===== src/blm_pkg.sv =====
// Shared types and constants of the battery level monitor.
// Used by the serial multiplier, the serial divider and the top level.
`timescale 1ns / 1ps

package blm_pkg;

	// Field and register widths
	localparam int SENSE_W = 12;
	localparam int MV_W    = 16;
	localparam int RES_W   = 20;
	localparam int TOTAL_W = RES_W + 1;
	localparam int PROD_W  = SENSE_W + TOTAL_W;
	localparam int NUM_W   = PROD_W + 1;
	localparam int IDX_W   = 3;
	localparam int LEVEL_W = 2;

	// Stream widths, padded to whole bytes
	localparam int S_DATA_W = 16;
	localparam int M_DATA_W = 40;

	// Default number of readings per average
	localparam int SAMPLES_DEF = 16;

	// Register indexes
	localparam logic [IDX_W-1:0] REG_DIV_TOP   = 3'd0;
	localparam logic [IDX_W-1:0] REG_DIV_BOT   = 3'd1;
	localparam logic [IDX_W-1:0] REG_CRIT_ENT  = 3'd2;
	localparam logic [IDX_W-1:0] REG_CRIT_LEAVE = 3'd3;
	localparam logic [IDX_W-1:0] REG_LOW_ENT   = 3'd4;
	localparam logic [IDX_W-1:0] REG_LOW_LEAVE = 3'd5;

	// Register reset values
	localparam logic [RES_W-1:0] DIV_TOP_RST    = 20'd20000;
	localparam logic [RES_W-1:0] DIV_BOT_RST    = 20'd10000;
	localparam logic [MV_W-1:0]  CRIT_ENT_RST   = 16'd6400;
	localparam logic [MV_W-1:0]  CRIT_LEAVE_RST = 16'd6800;
	localparam logic [MV_W-1:0]  LOW_ENT_RST    = 16'd7000;
	localparam logic [MV_W-1:0]  LOW_LEAVE_RST  = 16'd7300;

	// Battery level codes
	typedef enum logic [LEVEL_W-1:0] {
		LEVEL_OK   = 2'd0,
		LEVEL_LOW  = 2'd1,
		LEVEL_CRIT = 2'd2
	} level_t;

	// Divider request and response
	typedef struct packed {
		logic             start;
		logic [NUM_W-1:0] numer;
		logic [RES_W-1:0] denom;
	} div_req_t;

	typedef struct packed {
		logic             done;
		logic [NUM_W-1:0] quot;
	} div_rsp_t;

	// Multiplier request and response
	typedef struct packed {
		logic               start;
		logic [SENSE_W-1:0] a;
		logic [TOTAL_W-1:0] b;
	} mul_req_t;

	typedef struct packed {
		logic              done;
		logic [PROD_W-1:0] prod;
	} mul_rsp_t;

endpackage


===== src/blm_serial_mul.sv =====
// Bit-serial shift-add multiplier, one multiplier bit per cycle, MSB first.
// Depends on blm_pkg for widths and the request/response structs.
`timescale 1ns / 1ps

module blm_serial_mul (
	input  logic               clk,
	input  logic               arst_n,
	input  blm_pkg::mul_req_t  req,
	output blm_pkg::mul_rsp_t  rsp
);

	localparam int AW = blm_pkg::SENSE_W;
	localparam int BW = blm_pkg::TOTAL_W;
	localparam int PW = blm_pkg::PROD_W;
	localparam int CW = $clog2(AW + 1);

	logic [PW-1:0] acc_q;
	logic [AW-1:0] a_q;
	logic [BW-1:0] b_q;
	logic [CW-1:0] cnt_q;
	logic          busy_q;
	logic          done_q;
	logic [PW-1:0] acc_nxt;

	// Shift the partial product and add the multiplicand on a set bit
	assign acc_nxt = {acc_q[PW-2:0], 1'b0} + (a_q[AW-1] ? PW'(b_q) : '0);

	// Sequence control
	always_ff @(posedge clk or negedge arst_n) begin
		if (!arst_n) begin
			busy_q <= 1'b0;
			done_q <= 1'b0;
			cnt_q  <= '0;
		end else if (req.start) begin
			busy_q <= 1'b1;
			done_q <= 1'b0;
			cnt_q  <= '0;
		end else if (busy_q) begin
			cnt_q <= cnt_q + 1'b1;
			if (cnt_q == CW'(AW - 1)) begin
				busy_q <= 1'b0;
				done_q <= 1'b1;
			end else begin
				done_q <= 1'b0;
			end
		end else begin
			done_q <= 1'b0;
		end
	end

	// Operand and accumulator shift registers
	always_ff @(posedge clk) begin
		if (req.start) begin
			acc_q <= '0;
			a_q   <= req.a;
			b_q   <= req.b;
		end else if (busy_q) begin
			acc_q <= acc_nxt;
			a_q   <= {a_q[AW-2:0], 1'b0};
		end
	end

	assign rsp.done = done_q;
	assign rsp.prod = acc_q;

endmodule


===== src/blm_serial_div.sv =====
// Bit-serial restoring divider, one quotient bit per cycle.
// Depends on blm_pkg for widths and the request/response structs.
`timescale 1ns / 1ps

module blm_serial_div (
	input  logic               clk,
	input  logic               arst_n,
	input  blm_pkg::div_req_t  req,
	output blm_pkg::div_rsp_t  rsp
);

	localparam int NW = blm_pkg::NUM_W;
	localparam int DW = blm_pkg::RES_W;
	localparam int CW = $clog2(NW + 1);

	logic [NW-1:0] quot_q;
	logic [DW-1:0] rem_q;
	logic [DW-1:0] den_q;
	logic [CW-1:0] cnt_q;
	logic          busy_q;
	logic          done_q;
	logic [DW:0]   rem_sh;
	logic [DW:0]   rem_sub;
	logic          ge;

	// Bring down the next numerator bit and trial-subtract the divisor
	assign rem_sh  = {rem_q, quot_q[NW-1]};
	assign ge      = rem_sh >= {1'b0, den_q};
	assign rem_sub = rem_sh - {1'b0, den_q};

	// Sequence control
	always_ff @(posedge clk or negedge arst_n) begin
		if (!arst_n) begin
			busy_q <= 1'b0;
			done_q <= 1'b0;
			cnt_q  <= '0;
		end else if (req.start) begin
			busy_q <= 1'b1;
			done_q <= 1'b0;
			cnt_q  <= '0;
		end else if (busy_q) begin
			cnt_q <= cnt_q + 1'b1;
			if (cnt_q == CW'(NW - 1)) begin
				busy_q <= 1'b0;
				done_q <= 1'b1;
			end else begin
				done_q <= 1'b0;
			end
		end else begin
			done_q <= 1'b0;
		end
	end

	// Numerator bits shift out at the top, quotient bits shift in at the bottom
	always_ff @(posedge clk) begin
		if (req.start) begin
			quot_q <= req.numer;
			rem_q  <= '0;
			den_q  <= req.denom;
		end else if (busy_q) begin
			quot_q <= {quot_q[NW-2:0], ge};
			rem_q  <= ge ? rem_sub[DW-1:0] : rem_sh[DW-1:0];
		end
	end

	assign rsp.done = done_q;
	assign rsp.quot = quot_q;

endmodule


===== src/battery_level_monitor_unit.sv =====
// Battery level monitor top level: sample accumulation, sequencer, filter,
// level classification and output register. Depends on blm_pkg,
// blm_serial_mul and blm_serial_div.
`timescale 1ns / 1ps
//
//  channel  dir  handshake            payload
//  s_*      in   s_tvalid / s_tready  s_tdata[11:0] sense_mv
//  m_*      out  m_tvalid / m_tready  measured, filtered, level, changed
//  cfg_*    in   cfg_we               cfg_index selects, cfg_wdata[19:0]
//
//  A reading is accepted whenever s_tvalid and s_tready are both high. The
//  last reading of a group starts a pass made of two runs of the shared
//  bit-serial divider (average, then divider scaling) and the 12-step
//  serial multiplier; s_tready is low during that pass, and the result
//  reaches m_tvalid at its end when the output register is free.
//  A result waits in the output register while readings keep coming; the
//  next result holds in the sequencer until that register is free.
//  Reset loads the register defaults and clears sum, count, filter and level.

module battery_level_monitor_unit #(
	parameter int SAMPLES = blm_pkg::SAMPLES_DEF
) (
	input  logic                          clk,
	input  logic                          arst_n,
	input  logic                          s_tvalid,
	output logic                          s_tready,
	input  logic [blm_pkg::S_DATA_W-1:0]  s_tdata,   // [11:0] sense_mv
	output logic                          m_tvalid,
	input  logic                          m_tready,
	// [15:0] measured_pack_mv, [31:16] filtered_pack_mv,
	// [33:32] battery_level, [34] level_changed
	output logic [blm_pkg::M_DATA_W-1:0]  m_tdata,
	input  logic                          cfg_we,
	input  logic [blm_pkg::IDX_W-1:0]     cfg_index,
	input  logic [blm_pkg::RES_W-1:0]     cfg_wdata
);

	localparam int SENSE_W = blm_pkg::SENSE_W;
	localparam int MV_W    = blm_pkg::MV_W;
	localparam int RES_W   = blm_pkg::RES_W;
	localparam int TOTAL_W = blm_pkg::TOTAL_W;
	localparam int NUM_W   = blm_pkg::NUM_W;
	localparam int SUM_W   = SENSE_W + $clog2(SAMPLES);
	localparam int CNT_W   = $clog2(SAMPLES + 1);
	localparam int FILT_W  = MV_W + 2;

	typedef enum logic [2:0] {
		ST_IDLE,
		ST_AVG,
		ST_MUL,
		ST_RND,
		ST_SCALE,
		ST_FILT,
		ST_CLASS
	} state_t;

	state_t              state_q;
	logic [RES_W-1:0]    div_top_q;
	logic [RES_W-1:0]    div_bot_q;
	logic [MV_W-1:0]     crit_ent_q;
	logic [MV_W-1:0]     crit_leave_q;
	logic [MV_W-1:0]     low_ent_q;
	logic [MV_W-1:0]     low_leave_q;
	logic [SUM_W-1:0]    sum_q;
	logic [CNT_W-1:0]    cnt_q;
	logic [MV_W-1:0]     filt_q;
	blm_pkg::level_t     level_q;
	logic [MV_W-1:0]     meas_q;
	logic                out_valid_q;
	logic [blm_pkg::M_DATA_W-1:0] out_data_q;

	logic                s_acc;
	logic                last_smp;
	logic [SUM_W-1:0]    sum_nxt;
	logic                out_free;
	logic [MV_W-1:0]     meas_sat;
	logic [FILT_W-1:0]   filt_sum;
	logic [MV_W-1:0]     filt_nxt;
	blm_pkg::level_t     level_nxt;

	blm_pkg::div_req_t   div_req;
	blm_pkg::div_rsp_t   div_rsp;
	blm_pkg::mul_req_t   mul_req;
	blm_pkg::mul_rsp_t   mul_rsp;

	// Input request handshake and running sum
	assign s_tready = (state_q == ST_IDLE);
	assign s_acc    = s_tvalid && s_tready;
	assign sum_nxt  = sum_q + SUM_W'(s_tdata[SENSE_W-1:0]);
	assign last_smp = (cnt_q == CNT_W'(SAMPLES - 1));
	assign out_free = !out_valid_q || m_tready;

	// Divider requests: average of the sum, then rounded divider scaling
	always_comb begin
		div_req = '0;
		if (s_acc && last_smp) begin
			div_req.start = 1'b1;
			div_req.numer = NUM_W'(sum_nxt);
			div_req.denom = RES_W'(SAMPLES);
		end else if (state_q == ST_RND) begin
			div_req.start = 1'b1;
			div_req.numer = NUM_W'(mul_rsp.prod) + NUM_W'(div_bot_q[RES_W-1:1]);
			div_req.denom = div_bot_q;
		end
	end

	// Multiplier request: average times divider total
	always_comb begin
		mul_req       = '0;
		mul_req.start = (state_q == ST_AVG) && div_rsp.done;
		mul_req.a     = div_rsp.quot[SENSE_W-1:0];
		mul_req.b     = TOTAL_W'(div_top_q) + TOTAL_W'(div_bot_q);
	end

	blm_serial_div u_div (
		.clk    (clk),
		.arst_n (arst_n),
		.req    (div_req),
		.rsp    (div_rsp)
	);

	blm_serial_mul u_mul (
		.clk    (clk),
		.arst_n (arst_n),
		.req    (mul_req),
		.rsp    (mul_rsp)
	);

	// Saturate the scaled value at full scale
	assign meas_sat = (div_rsp.quot[NUM_W-1:MV_W] != '0) ? '1 : div_rsp.quot[MV_W-1:0];

	// Low-pass filter; an unseeded filter takes the measurement
	assign filt_sum = FILT_W'({filt_q, 1'b0}) + FILT_W'(filt_q) + FILT_W'(meas_q);
	assign filt_nxt = (filt_q == '0) ? meas_q : filt_sum[FILT_W-1:2];

	// Level with separate enter and leave thresholds
	always_comb begin
		case (level_q)
			blm_pkg::LEVEL_CRIT: begin
				if (filt_q <= crit_leave_q)
					level_nxt = blm_pkg::LEVEL_CRIT;
				else if (filt_q <= low_ent_q)
					level_nxt = blm_pkg::LEVEL_LOW;
				else
					level_nxt = blm_pkg::LEVEL_OK;
			end
			blm_pkg::LEVEL_LOW: begin
				if (filt_q <= crit_ent_q)
					level_nxt = blm_pkg::LEVEL_CRIT;
				else if (filt_q < low_leave_q)
					level_nxt = blm_pkg::LEVEL_LOW;
				else
					level_nxt = blm_pkg::LEVEL_OK;
			end
			default: begin
				if (filt_q <= crit_ent_q)
					level_nxt = blm_pkg::LEVEL_CRIT;
				else if (filt_q <= low_ent_q)
					level_nxt = blm_pkg::LEVEL_LOW;
				else
					level_nxt = blm_pkg::LEVEL_OK;
			end
		endcase
	end

	// Configuration registers
	always_ff @(posedge clk or negedge arst_n) begin
		if (!arst_n) begin
			div_top_q    <= blm_pkg::DIV_TOP_RST;
			div_bot_q    <= blm_pkg::DIV_BOT_RST;
			crit_ent_q   <= blm_pkg::CRIT_ENT_RST;
			crit_leave_q <= blm_pkg::CRIT_LEAVE_RST;
			low_ent_q    <= blm_pkg::LOW_ENT_RST;
			low_leave_q  <= blm_pkg::LOW_LEAVE_RST;
		end else if (cfg_we) begin
			case (cfg_index)
				blm_pkg::REG_DIV_TOP:    div_top_q    <= cfg_wdata;
				blm_pkg::REG_DIV_BOT:    div_bot_q    <= cfg_wdata;
				blm_pkg::REG_CRIT_ENT:   crit_ent_q   <= cfg_wdata[MV_W-1:0];
				blm_pkg::REG_CRIT_LEAVE: crit_leave_q <= cfg_wdata[MV_W-1:0];
				blm_pkg::REG_LOW_ENT:    low_ent_q    <= cfg_wdata[MV_W-1:0];
				blm_pkg::REG_LOW_LEAVE:  low_leave_q  <= cfg_wdata[MV_W-1:0];
				default: ;
			endcase
		end
	end

	// Sequencer, monitor state and output register
	always_ff @(posedge clk or negedge arst_n) begin
		if (!arst_n) begin
			state_q     <= ST_IDLE;
			sum_q       <= '0;
			cnt_q       <= '0;
			filt_q      <= '0;
			level_q     <= blm_pkg::LEVEL_OK;
			out_valid_q <= 1'b0;
		end else begin
			// Load a new result when the register frees, else drop a taken one
			if (state_q == ST_CLASS && out_free)
				out_valid_q <= 1'b1;
			else if (m_tready)
				out_valid_q <= 1'b0;
			case (state_q)
				ST_IDLE: begin
					if (s_acc) begin
						if (last_smp) begin
							sum_q   <= '0;
							cnt_q   <= '0;
							state_q <= ST_AVG;
						end else begin
							sum_q <= sum_nxt;
							cnt_q <= cnt_q + 1'b1;
						end
					end
				end
				ST_AVG: begin
					if (div_rsp.done)
						state_q <= ST_MUL;
				end
				ST_MUL: begin
					if (mul_rsp.done)
						state_q <= ST_RND;
				end
				ST_RND: begin
					state_q <= ST_SCALE;
				end
				ST_SCALE: begin
					if (div_rsp.done)
						state_q <= ST_FILT;
				end
				ST_FILT: begin
					filt_q  <= filt_nxt;
					state_q <= ST_CLASS;
				end
				ST_CLASS: begin
					if (out_free) begin
						level_q <= level_nxt;
						state_q <= ST_IDLE;
					end
				end
				default: begin
					state_q <= ST_IDLE;
				end
			endcase
		end
	end

	// Datapath holding registers
	always_ff @(posedge clk) begin
		if (state_q == ST_SCALE && div_rsp.done)
			meas_q <= meas_sat;
		if (state_q == ST_CLASS && out_free)
			out_data_q <= {5'b0, (level_nxt != level_q), level_nxt, filt_q, meas_q};
	end

	assign m_tvalid = out_valid_q;
	assign m_tdata  = out_data_q;

	// Divider results only arrive while the sequencer waits for them
	a_div_done_state: assert property (@(posedge clk) disable iff (!arst_n)
		div_rsp.done |-> (state_q == ST_AVG || state_q == ST_SCALE))
		else $error("divider done outside a divide state");

	// Multiplier results only arrive while the sequencer waits for them
	a_mul_done_state: assert property (@(posedge clk) disable iff (!arst_n)
		mul_rsp.done |-> (state_q == ST_MUL))
		else $error("multiplier done outside the multiply state");

	// A pending result holds the sequencer in classification
	a_class_holds: assert property (@(posedge clk) disable iff (!arst_n)
		(state_q == ST_CLASS && out_valid_q && !m_tready) |=> (state_q == ST_CLASS))
		else $error("result overwritten before it was taken");

	// A shown result carries the current level
	a_level_match: assert property (@(posedge clk) disable iff (!arst_n)
		out_valid_q |-> (out_data_q[33:32] == level_q))
		else $error("output level differs from monitor level");

	// The reading count stays inside one group
	a_cnt_range: assert property (@(posedge clk) disable iff (!arst_n)
		cnt_q < CNT_W'(SAMPLES))
		else $error("reading count out of range");

endmodule

===== config.mk =====
export PLATFORM = sky130hd
export DESIGN_NAME = battery_level_monitor_unit
export DESIGN_NICKNAME = d
export VERILOG_FILES = /design/src/blm_pkg.sv /design/src/blm_serial_mul.sv /design/src/blm_serial_div.sv /design/src/battery_level_monitor_unit.sv
export SDC_FILE = /design/constraint.sdc
export NUM_CORES = 1
export LEC_CHECK = 0
export BUFFER_PORTS_ARGS = -buffer_cell sky130_fd_sc_hd__buf_2
export CAP_MARGIN = 10
export CORE_MARGIN = 5
export CORE_UTILIZATION = 45
export CTS_CLUSTER_DIAMETER = 60
export DETAILED_ROUTE_END_ITERATION = 10
export REMOVE_ABC_BUFFERS = 1
export SYNTH_ARGS = -nofsm -noshare
export SYNTH_HDL_FRONTEND = slang
export SYNTH_HIERARCHICAL = 1
export SYNTH_SLANG_ARGS = --single-unit
export TNS_END_PERCENT = 1

===== constraint.sdc =====
create_clock -name clk -period 4.4 [get_ports clk]
set_input_delay 0.88 -clock clk [delete_from_list [all_inputs] [get_ports clk]]
set_output_delay 0.88 -clock clk [all_outputs]
set_load 0.01 [all_outputs]

==> summary.txt, run 1 <==
Critical path arrival = 4.01 ns
Row Count = 80
Status = finished clean
Post-DP HPWL = 40400 um
Pin count of the biggest net entering global routing = 82
FFs w/ async S/R, synth = 0.457
CTS tree = yes
DR iter-0 viols = 1155
Crit path launch type = register
Largest area contributor in the netlist = edfxtp_1
Placed cell count = 2756
Layout area overhead = 11.9%
Avg Inst Size Synth = 10.3 sq um
CP delay by family, top = simple AND/OR/NAND/NOR gates
Final Hold Fails = 0
Clock sink count = 352
Crit path capture type = register
Number of synthesized flops with an enable pin = 138
H-tree Lvls = 2
Fillers = 4328
Max incr delay on CP = 0.63 ns
Setup violators final = 0
Initial Utilization = 0.455
TritonRoute pass-1 iters = 5
Crit path max fanout = 21
Hold_buf cts = 0
Final Non-Filler Cells = 2836
Antenna violations before repair = 2
Via count = 16182
Top FF cell, synth = edfxtp_1
Final worst slack = 0.830 ns
Grt ovf = 0
Final Net Count = 2434
N_diodes = 0
Clock root buffer = clkbuf_16
Post-CTS setup buffer count = 0
Die area = 52900 sq um
Buf+Inv Stages, Crit Path = 0
Worst vdd ir = 368 uV
Period utilization = 0.811
Placeable Area = 47800 sq um
CP max stage cell = edfxtp_1
DRC errors left = 0
Post-synthesis sequential area ratio = 0.426
Fraction of layout cells with a size suffix above 1 = 0.165
Post-Route WL = 55400 um
Max Cap Viol = 0
Final min period = 3.57 ns
Critical path data required time = 4.84 ns
Power density cells = 679 nW/um^2
Mapped Area = 21800 sq um
Slew Limit Headroom = 0.248
DRT antenna net count = 0
Via/cell ratio = 5.71
YS warnings = 6
Yosys reg bits = 352
Final GP Congestion = 0.893
Number of port buffers = 76
First-pass GRT wire length = 88400 um
CP Cell Sequence = and2_1 -> ha_1 -> a21oi_2 -> nand2_1 -> o2111ai_1 -> a21oi_1 -> nor3_2 -> nor4_1 -> or3_1
Hold crit path type = input pin to asynchronous set/reset pin
Cells after synthesis = 2118
Synth area leaders = edfxtp_1 19%, dfrtp_1 15%, ha_1 11%, mux2_2 6.0%, dfxtp_1 4.9%
Number of global-route vias before repair = 15993
Max Freq = 280 MHz
Tot Pwr = 16500 uW
Actual slew at the worst max-slew pin = 1.13 ns
Fin. max-slew vios = 0
Clock buffer depth = 3
Post-cts resize count = 0
WL/cell = 19.5 um
Die X-Extent = 230 um
TritonCTS Buffers = 43
Yosys top cell area share = 0.190
Leakage power = 0.0106 uW
WS Path Type = register to register
Clock-pin slew on the worst setup and hold paths = 0.06 ns
Dpl ws = 0.841 ns
Clk_lat worst skew = 0.58 ns
Die H = 230 um
RSZ-0062 raised after global routing = no
Io pins = 86
Synth unique cells = 93
Total track usage = 0.207
Skew final = 0.0293 ns
-- cell type report --
type | instances | area (sq um) | area share
clock inverters | 30 | 400 | 0.0164
repair buffers | 103 | 602 | 0.0247
flip-flops and latches | 352 | 9270 | 0.380
clock buffers | 50 | 1130 | 0.0464
multi-input cells | 1546 | 11700 | 0.479
inverters | 140 | 526 | 0.0215
well taps | 615 | 769 | 0.0316
-- metal layers --
| layer | vias to the layer above | routed length (um) | global-route usage |
|---|---|---|---|
| li1 | 7852 | - | - |
| met1 | 7953 | 26000 | 0.289 |
| met2 | 289 | 25800 | 0.341 |
| met3 | 86 | 2260 | 0.0283 |
| met4 | 2 | 1310 | 0.0549 |
| met5 | - | 7 | 0 |
-- logic make-up (layout without fill, tap and decap cells) --
kind of cell             Yosys count  after routing  synth area share
multiplexers                     151            151            0.0760
XOR/XNOR                         100            100            0.0402
buffers and inverters            224            323            0.0417
AO/OA/AOI/OAI                    495            495             0.155
AND/OR/NAND/NOR                  591            591             0.137
flip-flops                       352            352             0.426
other                              1              5          0.000172
adder cells (fa/ha/maj)          204            204             0.124
-- stage by stage --
stage / util / instance area (sq um) / hold WS (ns) / TNS [ns]
floorplan: - / 21400 / 0.443 / -7.54
global placement: 0.478 / 22900 / 0.458 / 0
detailed placement: 0.478 / 22900 / 0.464 / 0
CTS: 0.510 / 24400 / 0.375 / 0
global route: 0.510 / 24400 / 0.421 / 0
finish: 0.510 / 24400 / 0.370 / 0
-- power by group --
part,switching [uW],leakage [uW],internal (uW)
clock,1490,0.000743,2340
combinational,4110,0.00615,3160
sequential,932,0.00368,4510
total,6540,0.0106,10000
-- Yosys cell counts, types with 23 or more instances --
cell / count
mux2_2: 116
xnor2_1: 66
a21o_1: 48
nand4_1: 30
clkbuf_1: 50
o21ai_0: 123
nand2b_1: 27
a211oi_1: 36
inv_1: 140
nor2_1: 126
and2_1: 49
edfxtp_1: 138
xor2_1: 34
nor3_1: 32
dfstp_2: 30
mux2i_1: 35
nand2_1: 164
a21oi_1: 105
dfxtp_1: 53
or3_1: 23
nand3_1: 35
ha_1: 183
dfrtp_1: 131
-- flip-flops by register name, indices dropped and copies added (netlist names), 2 cells and up --
register	count
level_q	2
low_leave_q	16
state_q	3
u_div/cnt_q	6
sum_q	16
u_mul/acc_q	33
u_div/den_q	20
u_mul/a_q	12
div_top_q	20
u_mul/b_q	21
crit_leave_q	16
crit_ent_q	16
meas_q	16
u_mul/cnt_q	4
u_div/rem_q	20
low_ent_q	16
cnt_q	5
div_bot_q	20
m_tdata	35
u_div/quot_q	34
filt_q	16
-- layout by cell type (no fill, tap or decap), types with 15 or more instances in the layout --
cell type and n:
nand3_1 35, nand4_1 30, and3_1 20, xor2_1 34
o21ai_0 123, mux2_2 116, nand2b_1 27, o21bai_1 15
a211oi_1 36, nand2_1 163, dfxtp_1 53, nor2_1 121
edfxtp_1 138, dfstp_2 30, inv_1 140, a21o_1 48
o21a_1 21, and2_1 49, xnor2_1 66, o31ai_1 18
dfrtp_1 131, nor3_1 30, fa_1 21, ha_1 183
a21oi_1 105, buf_4 26, clkbuf_16 43, buf_2 75
or3_1 23, mux2i_1 35
-- worst paths after layout --
path | depth (start not counted) | endpoint | slack [ns] | start
hold reg to reg | 2 | sum_q[0]$_DFFE_PN0P_ | 0.47 | sum_q[0]$_DFFE_PN0P_
hold / removal | 1 | cnt_q[1]$_DFFE_PN0P_ | 0.37 | arst_n
min in group clk | 2 | sum_q[0]$_DFFE_PN0P_ | 0.47 | sum_q[0]$_DFFE_PN0P_
max in group asynchronous | 2 | low_ent_q[12]$_DFFE_PN1P_ | 3.06 | arst_n
setup reg to reg | 9 | u_mul/acc_q[24]$_SDFFE_PP0P_ | 0.83 | u_mul/a_q[11]$_DFFE_PP_
setup / recovery | 9 | u_mul/acc_q[24]$_SDFFE_PP0P_ | 0.83 | u_mul/a_q[11]$_DFFE_PP_
Note: power is estimated with default switching activity, not from simulation.
==> run 2, diff against run 1 <==
==> constraint.sdc (replaced) <==
create_clock -name clk -period 3.5 [get_ports clk]
set_input_delay 0.7 -clock clk [delete_from_list [all_inputs] [get_ports clk]]
set_output_delay 0.7 -clock clk [all_outputs]
set_load 0.01 [all_outputs]
==> run 2 against run 1 <==
Clock power rose by 24%; global-route usage up 0.20 points; utilization increased by 0.62 points; critical path type unchanged.
==> summary.txt, run 2 (synthesis gave the netlist of run 1 again) <==
Post-DP HPWL = 41000 um (was 40400 um)
Antenna violations before repair = 2 (unchanged)
Period utilization = 0.965 (was 0.811)
Number of global-route vias before repair = 16225 (was 15993)
Initial Utilization = 0.455 (unchanged)
Buf+Inv Stages, Crit Path = 1 (was 0)
Clock buffer depth = 3 (unchanged)
Fillers = 4314 (was 4328)
Worst R2R End = u_div/quot_q[32]$_DFFE_PP_ (was u_mul/acc_q[24]$_SDFFE_PP0P_)
Final min period = 3.38 ns (was 3.57 ns)
Met2 wire length = 25900 um (was 25800 um)
Via/cell ratio = 5.66 (was 5.71)
Most frequent cells in the layout = 183 x ha_1, 163 x nand2_1, 140 x inv_1 (unchanged)
Status = finished clean (unchanged)
Max Used Layer = met4 (was met5)
Crit path max fanout = 7 (was 21)
Clock-pin slew on the worst setup and hold paths = 0.07 ns (was 0.06 ns)
Max Cap Viol = 0 (unchanged)
R2r setup slk = 0.12 ns (was 0.83 ns)
Power density cells = 848 nW/um^2 (was 679 nW/um^2)
Actual slew at the worst max-slew pin = 0.851 ns (was 1.13 ns)
First-pass GRT wire length = 89600 um (was 88400 um)
WL/cell = 19.4 um (was 19.5 um)
Die H = 230 um (unchanged)
Max reg flops = 35 (unchanged)
Worst R2R Start = div_bot_q[1]$_DFFE_PN0P_ (was u_mul/a_q[11]$_DFFE_PP_)
Clock sink count = 352 (unchanged)
WS Path Type = register to register (unchanged)
Post-cts resize count = 0 (unchanged)
Hold_buf cts = 0 (unchanged)
Placed cell area = 23100 sq um (was 22900 sq um)
M1 WL = 26500 um (was 26000 um)
Worst vdd ir = 550 uV (was 368 uV)
Placeable Area = 47800 sq um (unchanged)
TritonCTS Buffers = 45 (was 43)
Max incr delay on CP = 0.44 ns (was 0.63 ns)
Final GP Congestion = 0.898 (was 0.893)
Leakage power = 0.0107 uW (was 0.0106 uW)
Via count = 16243 (was 16182)
Clock root buffer = clkbuf_16 (unchanged)
FF+latch area = 9270 sq um (about the same)
DRT antenna net count = 0 (unchanged)
Pin count of the biggest net entering global routing = 83 (was 82)
Max Freq = 296 MHz (was 280 MHz)
Die X-Extent = 230 um (unchanged)
Number of port buffers = 76 (unchanged)
Layout area overhead = 13.3% (was 11.9%)
CP delay by family, top = compound AO/OA/AOI/OAI gates (was simple AND/OR/NAND/NOR gates)
Hold crit path type = input pin to asynchronous set/reset pin (unchanged)
Grt ovf = 0 (unchanged)
Die area = 52900 sq um (unchanged)
DRC errors left = 0 (unchanged)
Final Hold Fails = 0 (unchanged)
Tot Pwr = 20900 uW (was 16500 uW)
Total track usage = 0.209 (was 0.207)
Clk_lat worst skew = 0.59 ns (was 0.58 ns)
Crit path launch type = register (unchanged)
Critical path arrival = 3.70 ns (was 4.01 ns)
Setup violators final = 0 (unchanged)
Dpl ws = 0.153 ns (was 0.841 ns)
Final non-filler cell area = 24700 sq um (was 24400 sq um)
Fin. max-slew vios = 0 (unchanged)
Final Net Count = 2465 (was 2434)
Skew final = 0.0255 ns (was 0.0293 ns)
CTS tree = yes (unchanged)
Routed wl met3 = 2250 um (was 2260 um)
CP max stage cell = fa_1 (was edfxtp_1)
Io pins = 86 (unchanged)
TritonRoute pass-1 iters = 5 (unchanged)
Final worst slack = 0.122 ns (was 0.830 ns)
Critical path data required time = 3.82 ns (was 4.84 ns)
Total negative slack = 0 ns (unchanged)
Most common cell after layout, fill and taps aside = ha_1 (unchanged)
Post-Route WL = 55600 um (was 55400 um)
H-tree Lvls = 2 (unchanged)
Post-CTS setup buffer count = 0 (unchanged)
Fraction of layout cells with a size suffix above 1 = 0.179 (was 0.165)
Multi-input gate area in the final layout = 11700 sq um (about the same)
Row Count = 80 (unchanged)
CP Cell Sequence = ha_1 -> fa_1 -> a211oi_1 -> o21ai_0 -> o211ai_1 -> a211oi_1 -> nor4_1 -> buf_4 -> nor3_1 -> xnor2_1 -> nor2_1 -> mux2_2 (was and2_1 -> ha_1 -> a21oi_2 -> nand2_1 -> o2111ai_1 -> a21oi_1 -> nor3_2 -> nor4_1 -> or3_1)
Crit path capture type = register (unchanged)
Worst reg2reg path depth = 12 (was 9)
DR iter-0 viols = 1092 (was 1155)
RSZ-0062 raised after global routing = no (unchanged)
Slew Limit Headroom = 0.431 (was 0.248)
Most used cell, CP = a211oi_1
-- run 2: metal layers --
layer	global-route usage	vias to the layer above
li1	-	7919
met3	0.0245	54
met2	0.344	322
met1	0.297	7948
met5	0	-
met4	0.0491	0
-- run 2: worst max-delay path by stage --
stage | start | slack (ns) | endpoint | cells past startpoint
5_1_grt | div_bot_q[1]$_DFFE_PN0P_ | 0.002 | u_div/quot_q[28]$_DFFE_PP_ | 12
2_1_floorplan | cnt_q[0]$_DFFE_PN0P_ | -1.12 | u_div/quot_q[0]$_DFFE_PP_ | 6
4_1_cts | div_bot_q[1]$_DFFE_PN0P_ | 0.16 | u_div/quot_q[32]$_DFFE_PP_ | 12
6_report | div_bot_q[1]$_DFFE_PN0P_ | 0.12 | u_div/quot_q[32]$_DFFE_PP_ | 12
3_5_place_dp | s_tdata[0] | 0.15 | u_div/quot_q[14]$_DFFE_PP_ | 12
3_3_place_gp | s_tdata[0] | 0.20 | u_div/quot_q[14]$_DFFE_PP_ | 12
-- run 2: per-stage QoR --
step | hold slack, ns | std cells | utilization
final | 0.0854 | 2871 | 0.516
after global routing | 0.123 | 2870 | 0.516
after CTS | 0.0916 | 2869 | 0.515
after detailed placement | 0.464 | 2785 | 0.483
after global placement | 0.459 | 2785 | 0.483
after floorplan | 0.404 | 2038 | -
-- run 2: layout make-up --
cell class / instances / share of cell area
Clock buffer: 54 / 0.0499
Sequential cell: 352 / 0.376
Inverter: 140 / 0.0213
Timing Repair Buffer: 132 / 0.0352
Tap cell: 615 / 0.0312
Multi-Input combinational cell: 1546 / 0.474
Antenna cell: 2 / 0.000203
Clock inverter: 30 / 0.0125
-- run 2: power by group --
group	switching, uW	leakage, uW	total, uW	internal (uW)
Sequential	1020	0.00367	6690	5670
Clock	1970	0.000757	4760	2790
Combinational	5350	0.00631	9470	4120
